File: config.mk
export PLATFORM = sky130hd
export DESIGN_NAME = bmp_rle8_span_decoder
export DESIGN_NICKNAME = d
export VERILOG_FILES = /design/src/hw/rtl/bmprle_pkg.sv /design/src/hw/rtl/bmprle_parser.sv /design/src/hw/rtl/bmprle_span_queue.sv /design/src/hw/rtl/bmp_rle8_span_decoder.sv
export SDC_FILE = /design/constraint.sdc
export NUM_CORES = 1
export LEC_CHECK = 0
export BUFFER_PORTS_ARGS = -buffer_cell sky130_fd_sc_hd__buf_2
export CAP_MARGIN = 20
export CORE_ASPECT_RATIO = 0.9
export CORE_MARGIN = 10
export CORE_UTILIZATION = 55
export DETAILED_ROUTE_END_ITERATION = 8
export PLACE_DENSITY = 0.78
export SETUP_SLACK_MARGIN = 0.02
export SLEW_MARGIN = 15
export SYNTH_ARGS = -nofsm -noshare
export SYNTH_HDL_FRONTEND = slang
export SYNTH_SLANG_ARGS = --single-unit
File: constraint.sdc
create_clock -name aclk -period 7.2 [get_ports aclk]
set_input_delay 1.44 -clock aclk [delete_from_list [all_inputs] [get_ports aclk]]
set_output_delay 1.44 -clock aclk [all_outputs]
set_load 0.01 [all_outputs]
File: src/hw/rtl/bmprle_pkg.sv
package bmprle_pkg;

    localparam int DISPLAY_WIDTH  = 480;
    localparam int DISPLAY_HEIGHT = 320;

    // column holds 0..width, rows_left holds 0..height
    localparam int COL_W   = $clog2(DISPLAY_WIDTH + 1);
    localparam int ROW_W   = $clog2(DISPLAY_HEIGHT + 1);
    localparam int FIELD_W = 9;
    localparam int COLOR_W = 8;
    localparam int SPANS   = 3;

    localparam logic [COL_W-1:0] WIDTH_C  = COL_W'(DISPLAY_WIDTH);
    localparam logic [ROW_W-1:0] HEIGHT_C = ROW_W'(DISPLAY_HEIGHT);

    // escape codes following a zero count byte
    localparam logic [7:0] ESC_EOL   = 8'd0;
    localparam logic [7:0] ESC_EOB   = 8'd1;
    localparam logic [7:0] ESC_DELTA = 8'd2;

    typedef enum logic [6:0] {
        PH_COUNT  = 7'b0000001,
        PH_INDEX  = 7'b0000010,
        PH_ESCAPE = 7'b0000100,
        PH_ABS    = 7'b0001000,
        PH_PAD    = 7'b0010000,
        PH_DX     = 7'b0100000,
        PH_DY     = 7'b1000000
    } phase_t;

    typedef struct packed {
        logic               bg;
        logic [COLOR_W-1:0] color;
        logic [FIELD_W-1:0] rows;
        logic [FIELD_W-1:0] length;
        logic [FIELD_W-1:0] col;
        logic [FIELD_W-1:0] row;
    } span_t;

    typedef struct packed {
        logic [SPANS-1:0]  valid;
        logic              done;
        span_t [SPANS-1:0] span;
    } span_set_t;

    function automatic span_t make_span(
        input logic [FIELD_W-1:0] row,
        input logic [FIELD_W-1:0] col,
        input logic [FIELD_W-1:0] length,
        input logic [FIELD_W-1:0] rows,
        input logic [COLOR_W-1:0] color,
        input logic               bg
    );
        span_t s;
        s.row    = row;
        s.col    = col;
        s.length = length;
        s.rows   = rows;
        s.color  = color;
        s.bg     = bg;
        return s;
    endfunction

endpackage

File: src/hw/rtl/bmprle_parser.sv
module bmprle_parser import bmprle_pkg::*; (
    input  logic       aclk,
    input  logic       aresetn,
    input  logic       byte_accept,
    input  logic [7:0] byte_in,
    output span_set_t  set_out
);

    phase_t           phase_reg, phase_next;
    logic [COL_W-1:0] column_reg, column_next;
    logic [ROW_W-1:0] rows_left_reg, rows_left_next;
    logic [7:0]       held_count_reg, held_count_next;
    logic [7:0]       absolute_left_reg, absolute_left_next;
    logic             pad_pending_reg, pad_pending_next;
    logic [7:0]       delta_dx_reg, delta_dx_next;

    always_comb begin
        logic [ROW_W-1:0] cur_row;
        logic [COL_W-1:0] room;
        logic [COL_W-1:0] run_len;
        logic [COL_W:0]   sum;
        logic [COL_W-1:0] setx;
        logic [ROW_W-1:0] lines;
        logic [ROW_W-1:0] rows_new;
        logic             do_end;
        logic             do_delta;

        phase_next         = phase_reg;
        column_next        = column_reg;
        rows_left_next     = rows_left_reg;
        held_count_next    = held_count_reg;
        absolute_left_next = absolute_left_reg;
        pad_pending_next   = pad_pending_reg;
        delta_dx_next      = delta_dx_reg;

        set_out       = '0;
        cur_row       = HEIGHT_C - rows_left_reg;
        room          = WIDTH_C - column_reg;
        run_len       = (32'(held_count_reg) < 32'(room)) ? COL_W'(held_count_reg) : room;
        sum           = {1'b0, column_reg} + (COL_W + 1)'(delta_dx_reg);
        do_end        = 1'b0;
        do_delta      = 1'b0;
        setx          = '0;
        lines         = '0;

        if (rows_left_reg != '0) begin
            case (phase_reg)
                PH_INDEX: begin
                    if (column_reg < WIDTH_C && run_len != '0) begin
                        set_out.valid[0] = 1'b1;
                        set_out.span[0]  = make_span(FIELD_W'(cur_row), FIELD_W'(column_reg),
                                                     FIELD_W'(run_len), FIELD_W'(1), byte_in,
                                                     1'b0);
                        column_next = column_reg + run_len;
                    end
                    phase_next = PH_COUNT;
                end
                PH_ESCAPE: begin
                    if (byte_in == ESC_EOL) begin
                        phase_next = PH_COUNT;
                        do_end     = 1'b1;
                        lines      = ROW_W'(1);
                    end else if (byte_in == ESC_EOB) begin
                        phase_next = PH_COUNT;
                        do_end     = 1'b1;
                        lines      = rows_left_reg;
                    end else if (byte_in == ESC_DELTA) begin
                        phase_next = PH_DX;
                    end else begin
                        absolute_left_next = byte_in;
                        pad_pending_next   = byte_in[0];
                        phase_next         = PH_ABS;
                    end
                end
                PH_ABS: begin
                    if (column_reg < WIDTH_C) begin
                        set_out.valid[0] = 1'b1;
                        set_out.span[0]  = make_span(FIELD_W'(cur_row), FIELD_W'(column_reg),
                                                     FIELD_W'(1), FIELD_W'(1), byte_in, 1'b0);
                        column_next = column_reg + COL_W'(1);
                    end
                    if (absolute_left_reg <= 8'd1) begin
                        absolute_left_next = '0;
                        phase_next         = pad_pending_reg ? PH_PAD : PH_COUNT;
                        pad_pending_next   = 1'b0;
                    end else begin
                        absolute_left_next = absolute_left_reg - 8'd1;
                    end
                end
                PH_PAD: begin
                    phase_next = PH_COUNT;
                end
                PH_DX: begin
                    delta_dx_next = byte_in;
                    phase_next    = PH_DY;
                end
                PH_DY: begin
                    phase_next = PH_COUNT;
                    setx  = (sum > {1'b0, WIDTH_C}) ? WIDTH_C : sum[COL_W-1:0];
                    lines = (32'(byte_in) > 32'(rows_left_reg)) ? rows_left_reg
                                                                 : ROW_W'(byte_in);
                    if (lines == '0) do_delta = 1'b1;
                    else do_end = 1'b1;
                end
                default: begin
                    if (byte_in != 8'd0) begin
                        held_count_next = byte_in;
                        phase_next      = PH_INDEX;
                    end else begin
                        phase_next = PH_ESCAPE;
                    end
                end
            endcase
        end

        // delta within the same row: background up to the new column
        if (do_delta) begin
            if (setx > column_reg) begin
                set_out.valid[0] = 1'b1;
                set_out.span[0]  = make_span(FIELD_W'(cur_row), FIELD_W'(column_reg),
                                             FIELD_W'(setx - column_reg), FIELD_W'(1),
                                             '0, 1'b1);
            end
            column_next = setx;
        end

        // close row, skip whole rows, then fill the new row's prefix
        rows_new = rows_left_reg - lines;
        if (do_end) begin
            if (column_reg < WIDTH_C) begin
                set_out.valid[0] = 1'b1;
                set_out.span[0]  = make_span(FIELD_W'(cur_row), FIELD_W'(column_reg),
                                             FIELD_W'(room), FIELD_W'(1), '0, 1'b1);
            end
            if (lines > ROW_W'(1)) begin
                set_out.valid[1] = 1'b1;
                set_out.span[1]  = make_span(FIELD_W'(cur_row + ROW_W'(1)), '0,
                                             FIELD_W'(WIDTH_C), FIELD_W'(lines - ROW_W'(1)),
                                             '0, 1'b1);
            end
            rows_left_next = rows_new;
            if (rows_new == '0) begin
                column_next = '0;
            end else begin
                column_next = setx;
                if (setx != '0) begin
                    set_out.valid[2] = 1'b1;
                    set_out.span[2]  = make_span(FIELD_W'(HEIGHT_C - rows_new), '0,
                                                 FIELD_W'(setx), FIELD_W'(1), '0, 1'b1);
                end
            end
        end

        set_out.done = (rows_left_next == '0);
    end

    always_ff @(posedge aclk) begin
        if (!aresetn) begin
            phase_reg         <= PH_COUNT;
            column_reg        <= '0;
            rows_left_reg     <= HEIGHT_C;
            held_count_reg    <= '0;
            absolute_left_reg <= '0;
            pad_pending_reg   <= 1'b0;
            delta_dx_reg      <= '0;
        end else if (byte_accept) begin
            phase_reg         <= phase_next;
            column_reg        <= column_next;
            rows_left_reg     <= rows_left_next;
            held_count_reg    <= held_count_next;
            absolute_left_reg <= absolute_left_next;
            pad_pending_reg   <= pad_pending_next;
            delta_dx_reg      <= delta_dx_next;
        end
    end

endmodule

File: src/hw/rtl/bmprle_span_queue.sv
module bmprle_span_queue import bmprle_pkg::*; (
    input  logic      aclk,
    input  logic      aresetn,
    input  logic      load,
    input  span_set_t set_in,
    input  logic      out_ready,
    output logic      out_valid,
    output span_t     out_span,
    output logic      out_last,
    output logic      out_done,
    output logic      can_load
);

    logic [SPANS-1:0]  valid_reg, valid_next;
    span_t [SPANS-1:0] span_reg;
    logic              done_reg;
    logic [SPANS-1:0]  lowest;
    logic              single;
    logic              pop;

    assign lowest    = valid_reg & ~(valid_reg - SPANS'(1));
    assign single    = (valid_reg != '0) && ((valid_reg & (valid_reg - SPANS'(1))) == '0);
    assign out_valid = (valid_reg != '0);
    assign pop       = out_valid && out_ready;
    assign out_last  = single;
    assign out_done  = done_reg;
    // a new byte may land as the final queued span leaves
    assign can_load  = (valid_reg == '0) || (single && out_ready);

    always_comb begin
        out_span = span_reg[0];
        for (int i = SPANS - 1; i >= 0; i--) begin
            if (lowest[i]) out_span = span_reg[i];
        end
    end

    always_comb begin
        valid_next = valid_reg;
        if (load) valid_next = set_in.valid;
        else if (pop) valid_next = valid_reg & ~lowest;
    end

    always_ff @(posedge aclk) begin
        if (!aresetn) valid_reg <= '0;
        else valid_reg <= valid_next;
    end

    always_ff @(posedge aclk) begin
        if (load) begin
            span_reg <= set_in.span;
            done_reg <= set_in.done;
        end
    end

endmodule

File: src/hw/rtl/bmp_rle8_span_decoder.sv
// bmp rle8 span decoder
// s_ channel: one byte of the rle8 pixel stream per transfer (s_tdata).
// m_ channel: rectangular span writes for a 480 x 320 display filled from
// the bottom row upward; m_tlast marks the last span caused by one byte and
// m_tuser[1] flags spans of the byte that passes the top row. once the image
// is complete further bytes are taken and dropped without output.
// a byte is parsed in the cycle it is accepted and its zero to three spans
// sit in a small output queue; the first span is offered in the cycle after
// the byte transfer and the rest follow one per cycle while m_tready is high.
// throughput is one byte per cycle while each byte gives at most one span
// and m_tready is high; a byte giving more spans holds the input until the
// single span output port has drained the queue to its last span.
// s_tready stays high while the queue is empty or its last span is leaving,
// so a stall on m_tready backs up onto the input combinationally.
// synchronous reset clears the parser to the start of the bottom row and
// empties the queue.
module bmp_rle8_span_decoder import bmprle_pkg::*; (
    input  logic        aclk,
    input  logic        aresetn,
    input  logic        s_tvalid,
    output logic        s_tready,
    input  logic [7:0]  s_tdata,   // [7:0] stream_byte
    output logic        m_tvalid,
    input  logic        m_tready,
    output logic [47:0] m_tdata,   // [8:0] span_row, [17:9] span_col, [26:18] span_length,
                                   // [35:27] span_rows, [43:36] color_index, [47:44] zero
    output logic        m_tlast,
    output logic [1:0]  m_tuser    // [0] is_background, [1] image_done
);

    logic      accept;
    span_set_t set;
    span_t     span;
    logic      done;

    assign accept = s_tvalid && s_tready;

    bmprle_parser u_parser (
        .aclk        (aclk),
        .aresetn     (aresetn),
        .byte_accept (accept),
        .byte_in     (s_tdata),
        .set_out     (set)
    );

    bmprle_span_queue u_queue (
        .aclk      (aclk),
        .aresetn   (aresetn),
        .load      (accept),
        .set_in    (set),
        .out_ready (m_tready),
        .out_valid (m_tvalid),
        .out_span  (span),
        .out_last  (m_tlast),
        .out_done  (done),
        .can_load  (s_tready)
    );

    assign m_tdata = {4'd0, span.color, span.rows, span.length, span.col, span.row};
    assign m_tuser = {done, span.bg};

endmodule
==> results.md <==
Status:
- The run finished with clean final reports.

Synth:
- The number of register bits inferred by synthesis is 129.
- The area of the mapped netlist is 9144 um2.
- In the synthesized netlist the async set-or-reset flop fraction comes to 0.
- The number of enable flip-flop cells after synthesis is 76.
- The area share of the largest cell type after synthesis is 0.2496.
- The post-synthesis sequential area ratio is 0.3656.
- Synthesis produced 1,059 cells.
- The prevailing post-synth register cell is sky130_fd_sc_hd__edfxtp_1.
- The netlist uses 87 different library cells.
- The number of warnings issued by yosys is 0.
- The top cell type by total area after synthesis is sky130_fd_sc_hd__edfxtp_1.
- After synthesis, the mean cell area works out to 8.634 um2.
- After synthesis, the cell types taking the most area are sky130_fd_sc_hd__edfxtp_1 25%, sky130_fd_sc_hd__dfxtp_1 12%, sky130_fd_sc_hd__ha_1 7.7%.

Power:
- In this run the power spent charging and discharging nets is 0.4904 mW.
- The combinational power share is 0.098.
- The switching share of power is 0.2607.
- The internal portion of the total power is 1.390 mW.
- The overall power after layout is 1.881 mW.
- The leakage power total is 4.217 nW.
- The peak ir drop on the vdd network is 0.2198 mV.
- The proportion of power drawn by flip-flops and latches is 0.439.
- The power share of the clock group is 0.463.
- Power spread over the standard cell area amounts to 186.0 nW/um2.

STA:
- The clock period minus final worst setup slack is 6.552 ns.
- The summed negative setup slack over all endpoints is 0 ns.
- The final number of max-transition violations is 0.
- The final hold violation count is 0.
- The worst pin sits at a relative slew slack of 0.3720.
- For the pin with the worst max-slew slack, the measured transition is 0.9407 ns.
- The setup clock skew after layout is 0.01166 ns.
- Dividing the final minimum period by the clock period gives 0.9100.
- The final-report setup violation count is 0.
- The smallest setup slack after layout is 0.6477 ns.
- The tightest hold margin is 0.4828 ns.
- The peak clock frequency supported by timing is 152.6 MHz.
- Setup repair after global routing left no endpoint under its margin.

Drt:
- The detailed router finished its first iteration with 856 violations.
- The average wire length per cell after detail routing is 19.84 um.
- The first TritonRoute pass finished after 7 iterations.
- Wire segments on met3 add up to 2632 um in the final route.
- The via density per instance is 6.218.
- The via count is 8,177.
- The routed design has 26,090 um of wire.
- After detailed routing, the number of remaining DRC violations is 0.
- The detailed-route wire length on metal 1 is 11,950 um.
- The count of nets left with antenna violations once routing finished came out at 0.
- The highest metal layer with signal wires is met4.
- In the detailed route, the total length drawn on met2 is 11,280 um.

Clock tree:
- The tree is rooted in a sky130_fd_sc_hd__clkbuf_16.
- The number of setup buffers added after CTS is 0.
- TritonCTS built the clock tree.
- In this run the deepest clock path goes through 2 buffers.
- Clock-pin slew was measured on the worst setup and hold paths at 0.06 ns.
- The number of gates given a new drive strength after cts is 0.
- Buffers inserted to repair hold after CTS numbered 0.
- The total number of clock tree sinks is 129.
- The insertion delay to the later sink of the worst-skew pair is 0.43 ns.
- The CTS H-tree depth is 4.
- The total CTS buffers is 17.

Worst setup path:
- The slowest stage of the critical path belongs to the cell sky130_fd_sc_hd__or4b_2.
- The worst register-to-register path has a depth of 20.
- Together, buffers and inverters on the worst path number 4.
- The endpoint required time on the critical path is 7.34 ns.
- The endpoint identified for the worst register-to-register timing path is u_queue.span_reg[6].
- Traced cell by cell, the critical path runs through buf_2 > or3_1 > or3_1 > or4_4 > o21ai_0 > a221oi_1 > inv_1 > ha_1 > inv_1 > fa_1 > xnor2_1 > or4b_2 > a211oi_1 > buf_4 > nand4_1 > and2_1 > o21ai_2 > nor2_1.
- By startpoint and endpoint, the worst setup path is classified as in -> reg.
- On the worst path, the slowest cell contributes a delay of 0.68 ns.
- Broken down by cell family, the worst path's largest delay share belongs to simple AND/OR/NAND/NOR gates.
- Data on the critical path arrives at its endpoint at 6.69 ns.
- The type of element launching the critical path is an input port.
- The start point of the critical path is s_tdata[7].
- The number of logic stages on the critical path including buffering is 18.
- The most critical setup path has its endpoint at u_queue.span_reg[109].
- The beginning of the worst register-to-register path is u_parser.column_reg[0].
- The minimum setup slack among reg-to-reg paths is 1.12 ns.
- The highest fanout seen on the critical path is 15.
- The critical path capture point type is a register.

Hold path:
- The worst min-delay path class is reg -> reg.

Final layout:
- The proportion of layout cells with a drive suffix above 1 is 0.1236.
- The finished layout holds 1,315 standard cells, fillers aside.
- Once layout is complete, the utilization of the core stands at 0.6227.
- The number of flip-flops in the largest register is 75.
- The repair_antennas step left the layout with diodes totalling 0.
- The final instance area is 10,110 um2.
- Compared with the post-synthesis result, the final layout area differs by 10.60%.
- The final layout contains 1,167 nets.
- The number of filler cells placed in the layout is 1,393.

Floorplan:
- The region available for standard cell placement spans 16,240 um2.
- The initial utilization of the core area, before any placement, comes to 0.5630.
- The die covers 22,190 um2.
- The number of top-level pins is 65.
- In this run the core area contains 44 standard-cell rows.
- The die is 142.3 um tall.
- In this run the horizontal extent of the chip is 155.9 um.

Run:
- The tool flagged a number of max-cap violations equal to 0.

Placement:
- The final weighted congestion in routability-driven placement is 0.9368.
- Before CTS, the worst setup slack after placement is 0.3509 ns.
- Summed over all nets, the half-perimeter wirelength after detailed placement is 19,080 um.
- The number of placed cells counting well taps is 1,282.
- The count of port buffers added during placement is 60.
- Summing all placed instances gives a cell area of 9520 um2.

Global routing:
- The global-route wire length before repair is 41,970 um.
- The via count of the first global-routing pass is 7,688.
- The overall fraction of global-route tracks in use is 0.2346.
- The overall overflow remaining after global route is 0.
- Entering global routing, the biggest net connects 61 pins.
- The initial antenna violation count was 0.
==> power groups by stage <==
stage	Clock [mW]	Sequential, mW	Combinational, mW
2_1_floorplan	0	0.833	0.130
3_3_place_gp	0	0.840	0.177
3_5_place_dp	0	0.841	0.180
4_1_cts	0.872	0.825	0.182
5_1_grt	0.906	0.828	0.204
6_report	0.871	0.826	0.184
==> cell usage after synthesis, types with 9 or more instances <==
master and count:
sky130_fd_sc_hd__a21o_1 12, sky130_fd_sc_hd__a21oi_1 73, sky130_fd_sc_hd__a22oi_1 21, sky130_fd_sc_hd__and2_1 44, sky130_fd_sc_hd__and3_1 9, sky130_fd_sc_hd__clkbuf_1 40, sky130_fd_sc_hd__dfxtp_1 53, sky130_fd_sc_hd__edfxtp_1 76
sky130_fd_sc_hd__ha_1 56, sky130_fd_sc_hd__inv_1 60, sky130_fd_sc_hd__mux2i_1 17, sky130_fd_sc_hd__nand2_1 106, sky130_fd_sc_hd__nand2b_1 12, sky130_fd_sc_hd__nand3_1 20, sky130_fd_sc_hd__nand4_1 11, sky130_fd_sc_hd__nor2_1 124
sky130_fd_sc_hd__nor2b_1 19, sky130_fd_sc_hd__nor3_1 23, sky130_fd_sc_hd__o21ai_0 49, sky130_fd_sc_hd__or3_1 9, sky130_fd_sc_hd__xnor2_1 36, sky130_fd_sc_hd__xor2_1 17
==> metal layers <==
layer,GRT usage,up-vias
met4,0.05214,0
met1,0.3398,3873
met2,0.3450,405
met5,0,-
met3,0.05651,25
li1,-,3874
==> worst min-delay path by stage <==
stage	from	end	slack [ns]	cells after the start
after floorplan	u_parser.absolute_left_reg[3]	u_parser.absolute_left_reg[3]	0.45	2
after global placement	u_parser.absolute_left_reg[3]	u_parser.absolute_left_reg[3]	0.46	2
after detailed placement	u_parser.absolute_left_reg[3]	u_parser.absolute_left_reg[3]	0.47	2
after CTS	u_parser.absolute_left_reg[3]	u_parser.absolute_left_reg[3]	0.48	2
after global routing	u_parser.absolute_left_reg[3]	u_parser.absolute_left_reg[3]	0.50	2
final	u_parser.absolute_left_reg[3]	u_parser.absolute_left_reg[3]	0.48	2
==> cell usage in the layout (no fill, tap or decap), types with 8 or more instances in the layout <==
master                        n
sky130_fd_sc_hd__ha_1        56
sky130_fd_sc_hd__xor2_1      17
sky130_fd_sc_hd__mux2i_1     17
sky130_fd_sc_hd__nor2_1     124
sky130_fd_sc_hd__or2_2        8
sky130_fd_sc_hd__o21a_1       8
sky130_fd_sc_hd__and2_1      43
sky130_fd_sc_hd__dfxtp_1     53
sky130_fd_sc_hd__o211ai_1     8
sky130_fd_sc_hd__o21ai_0     49
sky130_fd_sc_hd__clkbuf_16   17
sky130_fd_sc_hd__a21o_1      12
sky130_fd_sc_hd__xnor2_1     36
sky130_fd_sc_hd__buf_2       60
sky130_fd_sc_hd__nand2_1    106
sky130_fd_sc_hd__nand4_1     11
sky130_fd_sc_hd__nor2b_1     19
sky130_fd_sc_hd__a22oi_1     21
sky130_fd_sc_hd__inv_1       60
sky130_fd_sc_hd__nand2b_1    12
sky130_fd_sc_hd__buf_4        9
sky130_fd_sc_hd__nand3_1     20
sky130_fd_sc_hd__nor3_1      23
sky130_fd_sc_hd__edfxtp_1    76
sky130_fd_sc_hd__or3_1        9
sky130_fd_sc_hd__a21oi_1     73
sky130_fd_sc_hd__and3_1       9
sky130_fd_sc_hd__nand3b_1     8
==> worst min-delay path, stage by stage, from the launching register on <==
cell and delay, ns:
sky130_fd_sc_hd__dfxtp_1 0.32, sky130_fd_sc_hd__nand2_1 0.06, sky130_fd_sc_hd__a21oi_1 0.05
==> cells by family (layout without fill, tap and decap cells) <==
group,Yosys count,count (layout),synth area share
and+or+nand+nor,418,418,0.2251
AOI/OAI and AO/OA,260,260,0.1958
DFF,129,129,0.3656
xor gates and xnor gates,53,53,0.05077
other,1,4,0.0004101
adders and majority gates,61,61,0.08648
muxes,20,20,0.02230
buffers and inverters,117,163,0.05350
==> final cells by class <==
class                      instances  area, um2  share of cell area
clock inverter                    13      152.6             0.01509
inverter                          62      232.7             0.02301
clock buffer                      19      432.9             0.04281
sequential                       129       3343              0.3306
tap                              207      259.0             0.02561
timing repair buffer              69      367.9             0.03637
multi-input combinational        816       5325              0.5265
No activity file was read; power rests on OpenSTA's default activity.
